## src/rtl/dksb_pkg.sv

```systemverilog
package dksb_pkg;

  localparam int SECTIONS_DEF    = 8;
  localparam int STACK_DEPTH_DEF = 32;
  localparam int DEST_BITS_DEF   = 8;
  localparam int PACKET_BITS_DEF = 16;

  localparam int CFG_ADDR_W = 5;
  localparam int CFG_DATA_W = 64;

  typedef enum logic [1:0] {
    REG_WAREHOUSE_ID  = 2'd0,
    REG_SECTION_COUNT = 2'd1,
    REG_DEST_MAP      = 2'd2
  } reg_index_t;

  typedef enum logic [1:0] {
    RES_OK         = 2'd0,
    RES_NO_SECTION = 2'd1,
    RES_FULL       = 2'd2
  } result_code_t;

  typedef enum logic [1:0] {
    ST_IDLE,
    ST_EXEC,
    ST_EMIT
  } fsm_state_t;

  typedef struct packed {
    logic load;
    logic emit_miss;
    logic emit_full;
    logic push;
    logic emit_drained;
    logic pop_read;
    logic emit_pop;
  } ctl_cmd_t;

  typedef struct packed {
    logic hit;
    logic is_drain;
    logic full;
    logic empty;
    logic out_free;
  } ctl_sts_t;

  typedef struct packed {
    logic [7:0]   holder_id;
    logic         last;
    logic         all_empty;
    logic         section_empty;
    result_code_t status;
    logic         packet_valid;
    logic [15:0]  packet_out;
  } result_t;

endpackage

```

## src/rtl/dksb_ctrl.sv

```systemverilog
module dksb_ctrl (
  input  logic               clk,
  input  logic               rst,
  input  logic               in_valid,
  output logic               in_ready,
  input  dksb_pkg::ctl_sts_t sts,
  output dksb_pkg::ctl_cmd_t cmd
);

  dksb_pkg::fsm_state_t state, state_next;

  always_ff @(posedge clk) begin
    if (rst) begin
      state <= dksb_pkg::ST_IDLE;
    end else begin
      state <= state_next;
    end
  end

  always_comb begin
    state_next = state;
    unique case (state)
      dksb_pkg::ST_IDLE: begin
        if (in_valid) state_next = dksb_pkg::ST_EXEC;
      end
      dksb_pkg::ST_EXEC: begin
        priority if (sts.hit && sts.is_drain && !sts.empty) begin
          state_next = dksb_pkg::ST_EMIT;
        end else if (sts.out_free) begin
          state_next = dksb_pkg::ST_IDLE;
        end else begin
          // hold until the output register frees
          state_next = dksb_pkg::ST_EXEC;
        end
      end
      dksb_pkg::ST_EMIT: begin
        if (sts.out_free && sts.empty) state_next = dksb_pkg::ST_IDLE;
      end
      default: state_next = dksb_pkg::ST_IDLE;
    endcase
  end

  always_comb begin
    cmd      = '0;
    in_ready = 1'b0;
    unique case (state)
      dksb_pkg::ST_IDLE: begin
        in_ready = 1'b1;
        cmd.load = in_valid;
      end
      dksb_pkg::ST_EXEC: begin
        // a non-empty drain starts its first read without waiting for the output
        priority if (sts.hit && sts.is_drain && !sts.empty) begin
          cmd.pop_read = 1'b1;
        end else if (sts.out_free) begin
          priority if (!sts.hit) begin
            cmd.emit_miss = 1'b1;
          end else if (sts.is_drain) begin
            cmd.emit_drained = 1'b1;
          end else if (sts.full) begin
            cmd.emit_full = 1'b1;
          end else begin
            cmd.push = 1'b1;
          end
        end else begin
          cmd = '0;
        end
      end
      dksb_pkg::ST_EMIT: begin
        // emit the fetched entry and fetch the next one in the same cycle
        if (sts.out_free) begin
          cmd.emit_pop = 1'b1;
          cmd.pop_read = !sts.empty;
        end
      end
      default: begin
        cmd = '0;
      end
    endcase
  end

endmodule

```

## src/rtl/dksb_datapath.sv

```systemverilog
module dksb_datapath #(
  parameter int SECTIONS    = dksb_pkg::SECTIONS_DEF,
  parameter int STACK_DEPTH = dksb_pkg::STACK_DEPTH_DEF,
  parameter int DEST_BITS   = dksb_pkg::DEST_BITS_DEF,
  parameter int PACKET_BITS = dksb_pkg::PACKET_BITS_DEF
) (
  input  logic               clk,
  input  logic               rst,
  input  dksb_pkg::ctl_cmd_t cmd,
  output dksb_pkg::ctl_sts_t sts,
  input  logic [7:0]         warehouse_id,
  input  logic [3:0]         section_count,
  input  logic [63:0]        dest_map,
  input  logic               in_cmd,
  input  logic [7:0]         in_destination,
  input  logic [15:0]        in_packet_id,
  output dksb_pkg::result_t  res,
  output logic               res_valid,
  input  logic               res_ready
);

  localparam int SEC_W     = (SECTIONS > 1) ? $clog2(SECTIONS) : 1;
  localparam int FILL_W    = $clog2(STACK_DEPTH + 1);
  localparam int MEM_DEPTH = SECTIONS * STACK_DEPTH;
  localparam int ADDR_W    = (MEM_DEPTH > 1) ? $clog2(MEM_DEPTH) : 1;
  localparam logic [7:0] DEST_MASK = 8'((1 << DEST_BITS) - 1);

  logic [SEC_W-1:0]       sel;
  logic                   hit;
  logic                   is_drain;
  logic [PACKET_BITS-1:0] pkt;

  logic [FILL_W-1:0] fill      [SECTIONS];
  logic [FILL_W-1:0] fill_next [SECTIONS];
  logic [FILL_W-1:0] fill_sel;

  logic [PACKET_BITS-1:0] mem [MEM_DEPTH];
  logic [PACKET_BITS-1:0] rdata;
  logic [ADDR_W-1:0]      wr_addr;
  logic [ADDR_W-1:0]      rd_addr;

  logic [3:0]       n_use;
  logic             match_hit;
  logic [SEC_W-1:0] match_idx;
  logic             all_empty_cur;
  logic             all_empty_next;
  logic             any_emit;
  logic             out_free;
  dksb_pkg::result_t res_next;

  assign n_use = (section_count > 4'(SECTIONS)) ? 4'(SECTIONS) : section_count;

  // lowest matching entry wins
  always_comb begin
    match_hit = 1'b0;
    match_idx = '0;
    for (int i = SECTIONS - 1; i >= 0; i--) begin
      if ((4'(i) < n_use) && ((dest_map[8*i +: 8] & DEST_MASK) == in_destination)) begin
        match_hit = 1'b1;
        match_idx = SEC_W'(i);
      end
    end
  end

  always_ff @(posedge clk) begin
    if (cmd.load) begin
      sel      <= match_idx;
      hit      <= match_hit;
      is_drain <= in_cmd;
      pkt      <= PACKET_BITS'(in_packet_id);
    end
  end

  assign fill_sel = fill[sel];

  always_comb begin
    for (int i = 0; i < SECTIONS; i++) begin
      fill_next[i] = fill[i];
      if (cmd.push && (sel == SEC_W'(i))) fill_next[i] = fill[i] + 1'b1;
      if (cmd.pop_read && (sel == SEC_W'(i))) fill_next[i] = fill[i] - 1'b1;
    end
  end

  always_ff @(posedge clk) begin
    if (rst) begin
      for (int i = 0; i < SECTIONS; i++) fill[i] <= '0;
    end else begin
      for (int i = 0; i < SECTIONS; i++) fill[i] <= fill_next[i];
    end
  end

  always_comb begin
    all_empty_cur  = 1'b1;
    all_empty_next = 1'b1;
    for (int i = 0; i < SECTIONS; i++) begin
      if (4'(i) < n_use) begin
        if (fill[i] != '0) all_empty_cur = 1'b0;
        if (fill_next[i] != '0) all_empty_next = 1'b0;
      end
    end
  end

  assign wr_addr = ADDR_W'(32'(sel) * STACK_DEPTH + 32'(fill_sel));
  assign rd_addr = ADDR_W'(32'(sel) * STACK_DEPTH + 32'(fill_sel) - 1);

  always_ff @(posedge clk) begin
    if (cmd.push) mem[wr_addr] <= pkt;
  end

  always_ff @(posedge clk) begin
    if (cmd.pop_read) rdata <= mem[rd_addr];
  end

  assign any_emit = cmd.emit_miss | cmd.emit_full | cmd.push | cmd.emit_drained | cmd.emit_pop;
  assign out_free = !res_valid || res_ready;

  always_comb begin
    res_next               = '0;
    res_next.status        = dksb_pkg::RES_OK;
    res_next.last          = 1'b1;
    res_next.all_empty     = all_empty_next;
    priority if (cmd.emit_miss) begin
      res_next.status        = dksb_pkg::RES_NO_SECTION;
      res_next.section_empty = 1'b1;
    end else if (cmd.emit_full) begin
      res_next.status = dksb_pkg::RES_FULL;
    end else if (cmd.push) begin
      res_next.holder_id = warehouse_id;
    end else if (cmd.emit_drained) begin
      res_next.section_empty = 1'b1;
    end else begin
      // the fill already counts this entry out; a chained read must not show here
      res_next.packet_out    = 16'(rdata);
      res_next.packet_valid  = 1'b1;
      res_next.section_empty = (fill_sel == '0);
      res_next.last          = (fill_sel == '0);
      res_next.all_empty     = all_empty_cur;
    end
  end

  always_ff @(posedge clk) begin
    if (rst) begin
      res_valid <= 1'b0;
    end else if (any_emit) begin
      res_valid <= 1'b1;
    end else if (res_ready) begin
      res_valid <= 1'b0;
    end
  end

  always_ff @(posedge clk) begin
    if (any_emit) res <= res_next;
  end

  assign sts.hit      = hit;
  assign sts.is_drain = is_drain;
  assign sts.full     = (fill_sel == FILL_W'(STACK_DEPTH));
  assign sts.empty    = (fill_sel == '0);
  assign sts.out_free = out_free;

  a_push_not_full: assert property (@(posedge clk) disable iff (rst)
    cmd.push |-> fill_sel != FILL_W'(STACK_DEPTH))
    else $error("push into a full section");

  a_pop_not_empty: assert property (@(posedge clk) disable iff (rst)
    cmd.pop_read |-> fill_sel != '0)
    else $error("pop from an empty section");

  a_one_emit: assert property (@(posedge clk) disable iff (rst)
    $onehot0({cmd.emit_miss, cmd.emit_full, cmd.push, cmd.emit_drained, cmd.emit_pop}))
    else $error("more than one result in a cycle");

  a_emit_has_room: assert property (@(posedge clk) disable iff (rst)
    any_emit |-> out_free)
    else $error("result overwrites a beat not yet taken");

  a_push_counts: assert property (@(posedge clk) disable iff (rst)
    cmd.push |=> fill_sel == FILL_W'($past(fill_sel) + 1'b1))
    else $error("fill not advanced after push");

endmodule

```

## src/rtl/destination_keyed_stack_buffer_core.sv

```systemverilog
// Packet store with one LIFO stack per neighbouring destination.
// Input beats (s_axis_*): tuser selects store (0) or drain (1); tdata carries
// the destination id and the packet id. The destination is looked up in the
// configured map; the lowest matching section in use is addressed.
// Result beats (m_axis_*): a store, an unknown destination, a full section or
// a drain of an empty section gives one beat with tlast high. A drain of a
// section holding N packets gives N beats, newest first, tlast on the final one.
// Timing: one input beat is taken, then the next cycle resolves it; a single
// result is registered once the output register is free. A drain fetches ahead
// by a registered read of the single stack memory, then delivers one packet per
// cycle while the receiver keeps up. One item is handled at a time: no input is
// taken until the last result of the current one is registered. A finished beat
// waits in the output register while the next input is taken; when the receiver
// stalls the controller holds and no packet is lost. Reset clears the state,
// configuration and output valid and empties every stack at once; stack memory
// contents are not cleared. Configuration (APB, 64-bit data, register i at byte
// 8*i): the user must write it only while the block is idle; not enforced.
module destination_keyed_stack_buffer_core #(
  parameter int SECTIONS    = dksb_pkg::SECTIONS_DEF,
  parameter int STACK_DEPTH = dksb_pkg::STACK_DEPTH_DEF,
  parameter int DEST_BITS   = dksb_pkg::DEST_BITS_DEF,
  parameter int PACKET_BITS = dksb_pkg::PACKET_BITS_DEF
) (
  input  logic                            clk,
  input  logic                            rst,
  input  logic                            psel,
  input  logic                            penable,
  input  logic                            pwrite,
  input  logic [dksb_pkg::CFG_ADDR_W-1:0] paddr,
  input  logic [dksb_pkg::CFG_DATA_W-1:0] pwdata,
  output logic [dksb_pkg::CFG_DATA_W-1:0] prdata,
  output logic                            pready,
  input  logic                            s_axis_tvalid,
  output logic                            s_axis_tready,
  input  logic [23:0]                     s_axis_tdata,  // destination, packet_id
  input  logic [0:0]                      s_axis_tuser,  // cmd
  output logic                            m_axis_tvalid,
  input  logic                            m_axis_tready,
  // packet_out, section_empty, all_empty, holder_id, zero pad
  output logic [31:0]                     m_axis_tdata,
  output logic [2:0]                      m_axis_tuser,  // packet_valid, status
  output logic                            m_axis_tlast
);

  logic [7:0]  warehouse_id;
  logic [3:0]  section_count;
  logic [63:0] dest_map;
  logic        cfg_wr;
  dksb_pkg::reg_index_t reg_sel;

  dksb_pkg::ctl_cmd_t cmd;
  dksb_pkg::ctl_sts_t sts;
  dksb_pkg::result_t  res;

  assign pready  = 1'b1;
  assign cfg_wr  = psel && penable && pwrite && pready;
  assign reg_sel = dksb_pkg::reg_index_t'(paddr[4:3]);

  always_ff @(posedge clk) begin
    if (rst) begin
      warehouse_id  <= '0;
      section_count <= '0;
      dest_map      <= '0;
    end else if (cfg_wr) begin
      unique case (reg_sel)
        dksb_pkg::REG_WAREHOUSE_ID:  warehouse_id  <= pwdata[7:0];
        dksb_pkg::REG_SECTION_COUNT: section_count <= pwdata[3:0];
        dksb_pkg::REG_DEST_MAP:      dest_map      <= pwdata;
        default: ;
      endcase
    end
  end

  always_comb begin
    unique case (reg_sel)
      dksb_pkg::REG_WAREHOUSE_ID:  prdata = 64'(warehouse_id);
      dksb_pkg::REG_SECTION_COUNT: prdata = 64'(section_count);
      dksb_pkg::REG_DEST_MAP:      prdata = dest_map;
      default:                     prdata = '0;
    endcase
  end

  dksb_ctrl u_ctrl (
    .clk      (clk),
    .rst      (rst),
    .in_valid (s_axis_tvalid),
    .in_ready (s_axis_tready),
    .sts      (sts),
    .cmd      (cmd)
  );

  dksb_datapath #(
    .SECTIONS    (SECTIONS),
    .STACK_DEPTH (STACK_DEPTH),
    .DEST_BITS   (DEST_BITS),
    .PACKET_BITS (PACKET_BITS)
  ) u_datapath (
    .clk            (clk),
    .rst            (rst),
    .cmd            (cmd),
    .sts            (sts),
    .warehouse_id   (warehouse_id),
    .section_count  (section_count),
    .dest_map       (dest_map),
    .in_cmd         (s_axis_tuser[0]),
    .in_destination (s_axis_tdata[7:0]),
    .in_packet_id   (s_axis_tdata[23:8]),
    .res            (res),
    .res_valid      (m_axis_tvalid),
    .res_ready      (m_axis_tready)
  );

  assign m_axis_tdata = {6'b0, res.holder_id, res.all_empty, res.section_empty, res.packet_out};
  assign m_axis_tuser = {res.status, res.packet_valid};
  assign m_axis_tlast = res.last;

endmodule
```

## config.mk

```make
export PLATFORM = sky130hd
export DESIGN_NAME = destination_keyed_stack_buffer_core
export DESIGN_NICKNAME = d
export VERILOG_FILES = /design/src/rtl/dksb_pkg.sv /design/src/rtl/dksb_ctrl.sv /design/src/rtl/dksb_datapath.sv /design/src/rtl/destination_keyed_stack_buffer_core.sv
export SDC_FILE = /design/constraint.sdc
export NUM_CORES = 2
export LEC_CHECK = 0
export ABC_AREA = 0
export BUFFER_PORTS_ARGS = -buffer_cell sky130_fd_sc_hd__buf_2
export CAP_MARGIN = 20
export CELL_PAD_IN_SITES_DETAIL_PLACEMENT = 0
export CELL_PAD_IN_SITES_GLOBAL_PLACEMENT = 1
export CORE_MARGIN = 3
export CORE_UTILIZATION = 50
export CTS_BUF_LIST = sky130_fd_sc_hd__clkbuf_4
export CTS_CLUSTER_SIZE = 8
export DETAILED_ROUTE_END_ITERATION = 8
export HOLD_SLACK_MARGIN = 0.06
export PLACE_DENSITY_LB_ADDON = 0.1
export SLEW_MARGIN = 20
export SYNTH_ARGS = -nofsm -noshare
export SYNTH_HDL_FRONTEND = slang
export SYNTH_MEMORY_MAX_BITS = 65536
export SYNTH_SLANG_ARGS = --single-unit
```

## constraint.sdc

```tcl
create_clock -name clk -period 5.6 [get_ports clk]
set_input_delay 1.12 -clock clk [delete_from_list [all_inputs] [get_ports clk]]
set_output_delay 1.12 -clock clk [all_outputs]
set_load 0.05 [all_outputs]
```

* Yosys cells after proc, flatten, opt, wreduce, memory -nomap -nowiden
Memory sizes are Yosys's and may differ from the RTL's. A register that Yosys moved wholly into a read port is not among the register bits.
Cells that the tools add are included.
** Operators by class
- Add/sub/neg operators :: 18
- Magnitude comparators :: 9
- Eq/ne operators :: 22
- Mux-type cells :: 99
- Bitwise operators :: 13
- Reductions and logical operators :: 63
** Operators with widths (count)
- $pmux 64 s3 :: 1
- $mux 6 :: 24
- $reduce_bool 6->1 :: 16
- $eq 8x8->1 :: 8
- $mux 1 :: 51
- $add 6x1->6 const B :: 8
- $sub 6x1->6 const B :: 8
- $logic_and 1x1->1 :: 29
- $mux 2 :: 10
- $mux 17 :: 1
- $lt 3x4->1 const A :: 4
- $mux 4 :: 4
- $mux 3 :: 5
- $eq 3x3->1 const B :: 4
- $or 1x1->1 :: 12
- $add 8x6->8 :: 1
- $lt 1x4->1 const A :: 2
- $lt 2x4->1 const A :: 2
- $reduce_and 2->1 :: 4
- $reduce_or 4->1 :: 2
- $sub 8x1->8 const B :: 1
- $reduce_or 7->1 :: 1
- $eq 3x2->1 const B :: 2
- $eq 6x6->1 const B :: 1
- other kinds (18) :: 23
** Storage, ports and cells
- Bits in registers :: 130
- Bits in writable memories :: 4144
- Output and inout bits :: 103
- Memories kept :: 2
** Memories
- u_datapath.mem :: words 256, width 16, read ports 1, clocked after memory_dff 1, wr ports 1, line dksb_datapath.sv:37 : logic [PACKET_BITS-1:0] mem [MEM_DEPTH];
- u_datapath.fill :: words 8, width 6, read ports 9, clocked after memory_dff 0, wr ports 8, line dksb_datapath.sv:33 : logic [FILL_W-1:0] fill [SECTIONS];

* Depth between registers and ports, before layout
An unclocked memory read counts as a cell.
- Depth in word-level cells :: 32
- Depth in mapped cells :: 20
- Depth with buffers taken out :: 15

* Hierarchy
From an unflattened synthesis, not the netlist that was laid out.
** Second synthesis, totals
- Cells, all modules :: 8267
- Area, all modules :: 170143.2 µm²
** By module, submodules not included
- dksb_datapath :: times used 1, cells an instance 7823, area each 165976.7 µm², sequential area each 125990.8 µm²
- destination_keyed_stack_buffer_core :: times used 1, cells an instance 414, area each 3937.5 µm², sequential area each 1521.5 µm²
- dksb_ctrl :: times used 1, cells an instance 30, area each 229.0 µm², sequential area each 40.0 µm²

* Least setup slack after synthesis
Ideal clock, no wire load.
- Kind :: reg-to-reg
- Start :: register u_datapath.sel[0]
- End :: register u_datapath.rdata[10] (read register of u_datapath.mem) (data pin)
- Setup time :: 0.266 ns
- Data arrival time :: 4.848 ns
- Slack :: 0.486 ns
- Stages on the path, launching flop included :: 18
- Buffers on the path :: 9
- Period minus slack after synthesis :: 5.114 ns
- Path through :: edfxtp_1 > buf_4 > mux4_2 > mux2i_1 > buf_2 > buf_2 > buf_2 > buf_2 > ha_1 > clkbuf_1 > clkbuf_1 > clkbuf_1 > clkbuf_1 > mux4_2 > mux4_2 > mux4_2 > mux2i_1 > o21ai_1
** On the way
- Cells in the longest elaborated chain, start to end :: 6
- Elaborated cells between the ends (all ways) :: 9
- Classes of those cells :: 2 x add/sub; 3 x mux; 3 x reduce/logical; 1 x memory
** Ends and longest elaborated chain
- from (decl) :: line dksb_datapath.sv:28 : logic [SEC_W-1:0] sel;
- from (signal assigned) :: line dksb_datapath.sv:67 : sel <= match_idx;
- parallel branches: the longest is 6 deep, another holds $add 8x6->8
- to (decl) :: line dksb_datapath.sv:38 : logic [PACKET_BITS-1:0] rdata;
Parallel ways; which one is timed is not known.
A chain may end at the register's enable or synchronous reset.

* Worst setup path after layout
- Start :: register u_datapath.sel[0]
- End :: register u_datapath.rdata[0] (read register of u_datapath.mem) (data pin)
Same word-level chain as after synthesis.

==> results.yml <==
detailed_routing:
  drc: 0
  wl_met2_mm: 208
  maxUsedRoutingLayer: "met4"
  wl_met1_mm: 181
  vias_per_cell: 5.99
  vias: 84100
  ant_nets: 0
  finalWirelength_mm: 434
  drt_first_pass_iters: 6
  avgRoutedWirePerCell_um: 30.9
  drt_iter0_drc: 9216
  dr_wl_met3_mm: 34.3
flow_run:
  maxCapViolCount: 0
place:
  place_congestion: 0.814
  io_buffers: 193
  dp.final_hpwl_mm: 260
  post_dp_cell_area_um2: 177000
cts:
  cts_tree: "yes"
  post-cts-setup-buffers: 0
  cts.clk_slew.worst_paths_ps: 80
  clock-sinks: 4290
  ctsHoldBuffers: 139
  h-tree-depth: 7
  cts_buffers: 1175
  clkLatencyLatePin_ps: 1680
  cts_resized: 0
  cts_buffer_depth: 5
  clock-root-buffer: "clkbuf_4"
final_layout:
  fill_cells: 24800
  post-route-util: 0.579
  seq_area_um2: 128000
  drive_gt1_frac: 0.396
  fin_nets: 9127
  final_area_um2: 192000
  area_growth_syn_to_layout_pct: 14.9
  multi_input_area_um2: 37800
sta:
  worst-slew-pin-transition_ps: 1220
  hold_violations: 0
  rsz0062_at_grt: "false"
  finalSetupTns_ps: 0
  hold_ws_ps: 322
  max_freq_mhz: 184
  finalSetupViolations: 0
  maxSlewViolCount: 0
  period_minus_slack_ps: 5420
  min_period_over_period: 0.969
  slew_headroom: 0.183
  clock_skew_ps: 166
worst_setup_path:
  ff2ff_setup_slack_ps: 180
  worstSetupEndpointType: "register"
  arrival_ps: 6680
  required_ps: 6850
  cp_max_fo: 27
  reg2reg_from: "u_datapath.sel[0]"
  crit_path_start_kind: "register"
  reg2reg_to: "u_datapath.rdata[0]"
  r2r_cells: 11
  path_class: "reg -> reg"
die:
  ioPinCount: 204
  die_x_um: 584
  die_area_um2: 341000
  die_h_um: 584
  floorplan.initialDensity: 0.504
  rows: 211
  fp.coreArea_um2: 332000
logic_synthesis:
  synth.avg_cell_area_um2: 22.7
  yosysMostFrequentCell: "edfxtp_1"
  ys_types: 76
  netlist.area_leader.share: 0.748
  seq_area_frac_synth: 0.763
  synth_warnings: 0
  synth_cells: 7369
  netlist_top_cells_area: "edfxtp_1 75%, mux4_2 18%, dfxtp_1 1.5%"
  ys_async_sr_fraction: 0
  synth_area_leader_cell: "edfxtp_1"
  syn_area_um2: 167000
  ys.flop_type: "edfxtp_1"
  ys_ff_latch: 4290
  synth-edff-count: 4163
  synth_top_cells_by_count: "4163 x edfxtp_1, 1348 x mux4_2, 344 x nor2_1"
grt:
  grt_antenna_before_repair: 31
  first_global_vias: 86600
  grt_usage: 0.259
  grt_overflow: 0
  grt_pass1_wl_mm: 622
  grt_max_degree: 209
pwr:
  power_w: 0.0692
  leakage_nw: 62.4
  vdd_ir_drop_max_uv: 238
  powerDensity_nw_per_um2: 361
hold_path:
  hold_depth: 5
  hold_end: "dest_map[0]"
  min_from: "psel"
  hold_class: "in -> reg"
outcome:
  status: "complete, no violations"
cell type report:
cell class                      instances  area share
Sequential cell                      4290       0.665
Antenna cell                           39    0.000509
Timing Repair Buffer                  868      0.0383
Tap cell                             4366      0.0285
Clock buffer                         1611      0.0630
Inverter                               28    0.000548
Clock inverter                        198     0.00731
Multi-Input combinational cell       2629       0.197
how the worst max path moves through the flow:
stage                           start                    to  cells past startpoint
floorplan           u_datapath.sel[0]  u_datapath.rdata[10]                     17
global placement    u_datapath.sel[0]   u_datapath.rdata[0]                     11
detailed placement  u_datapath.sel[0]   u_datapath.rdata[0]                     11
CTS                 u_datapath.sel[1]   u_datapath.rdata[0]                     11
global route        u_datapath.sel[1]   u_datapath.rdata[0]                     11
finish              u_datapath.sel[0]   u_datapath.rdata[0]                     11
critical path, cell delays in order, from the launching register on:
cell and delay (ps):
edfxtp_1 590, buf_12 200, mux4_2 530, mux2i_4 270
buf_12 260, buf_12 240, buf_4 500, mux4_2 590
mux4_2 590, mux4_2 630, mux2i_1 440, o21ai_1 230
placed cells by master, fill, tap and decap left out, drive strengths merged, types with 14 or more instances in the layout:
cell type / synthesis / layout
nand2: 229 / 229
nor2: 344 / 344
a21oi: 94 / 94
nand3: 32 / 32
xnor2: 62 / 62
buf: 122 / 729
and3: 17 / 17
mux4: 1348 / 1348
clkinv: 0 / 147
nor4: 14 / 14
inv: 28 / 55
ha: 34 / 34
nor3: 33 / 33
mux2: 16 / 16
bufinv: 0 / 24
nand4: 23 / 23
dfxtp: 127 / 127
and2: 68 / 68
dlygate4sd3: 0 / 139
mux2i: 57 / 57
o21ai: 48 / 48
xor2: 47 / 47
clkbuf: 305 / 1611
diode: 0 / 39
nor2b: 43 / 43
edfxtp: 4163 / 4163
sequential cells by signal, indices dropped and copies added, names as in the netlist, 2 cells and up:
register and count:
u_datapath.pkt 16, u_datapath.mem 4096, dest_map 64, u_datapath.fill 48, u_datapath.sel 3, section_count 4
warehouse_id 8, u_datapath.rdata 16, u_datapath.res 30, u_ctrl.state 2
where the power goes:
| group | internal (W) | total [W] | switching, W |
|---|---|---|---|
| logic | 0.00276 | 0.00736 | 0.00460 |
| registers | 0.0355 | 0.0356 | 0.0000632 |
| clock network | 0.0142 | 0.0263 | 0.0121 |
per-layer routing:
layer	track usage	vias up
li1	-	34900
met1	0.373	44800
met2	0.394	3737
met3	0.0568	636
met4	0.0928	0
met5	0	-
kinds of logic after synthesis:
group           Yosys count  synth area share
flops                  4290             0.763
mux                    1421             0.186
simple gates            834            0.0225
buf+inv                 455            0.0112
compound gates          224           0.00837
xor+xnor                109           0.00576
fa+ha+maj                34           0.00255
other cells               2         0.0000449
metrics by stage:
step                      instances  setup slack [ps]
final                         14000               176
after global routing          14000              27.5
after CTS                     14000               150
after detailed placement      12000               128
after global placement        12000               126
after floorplan                7374               486
Power figures use the tool's default switching activity.
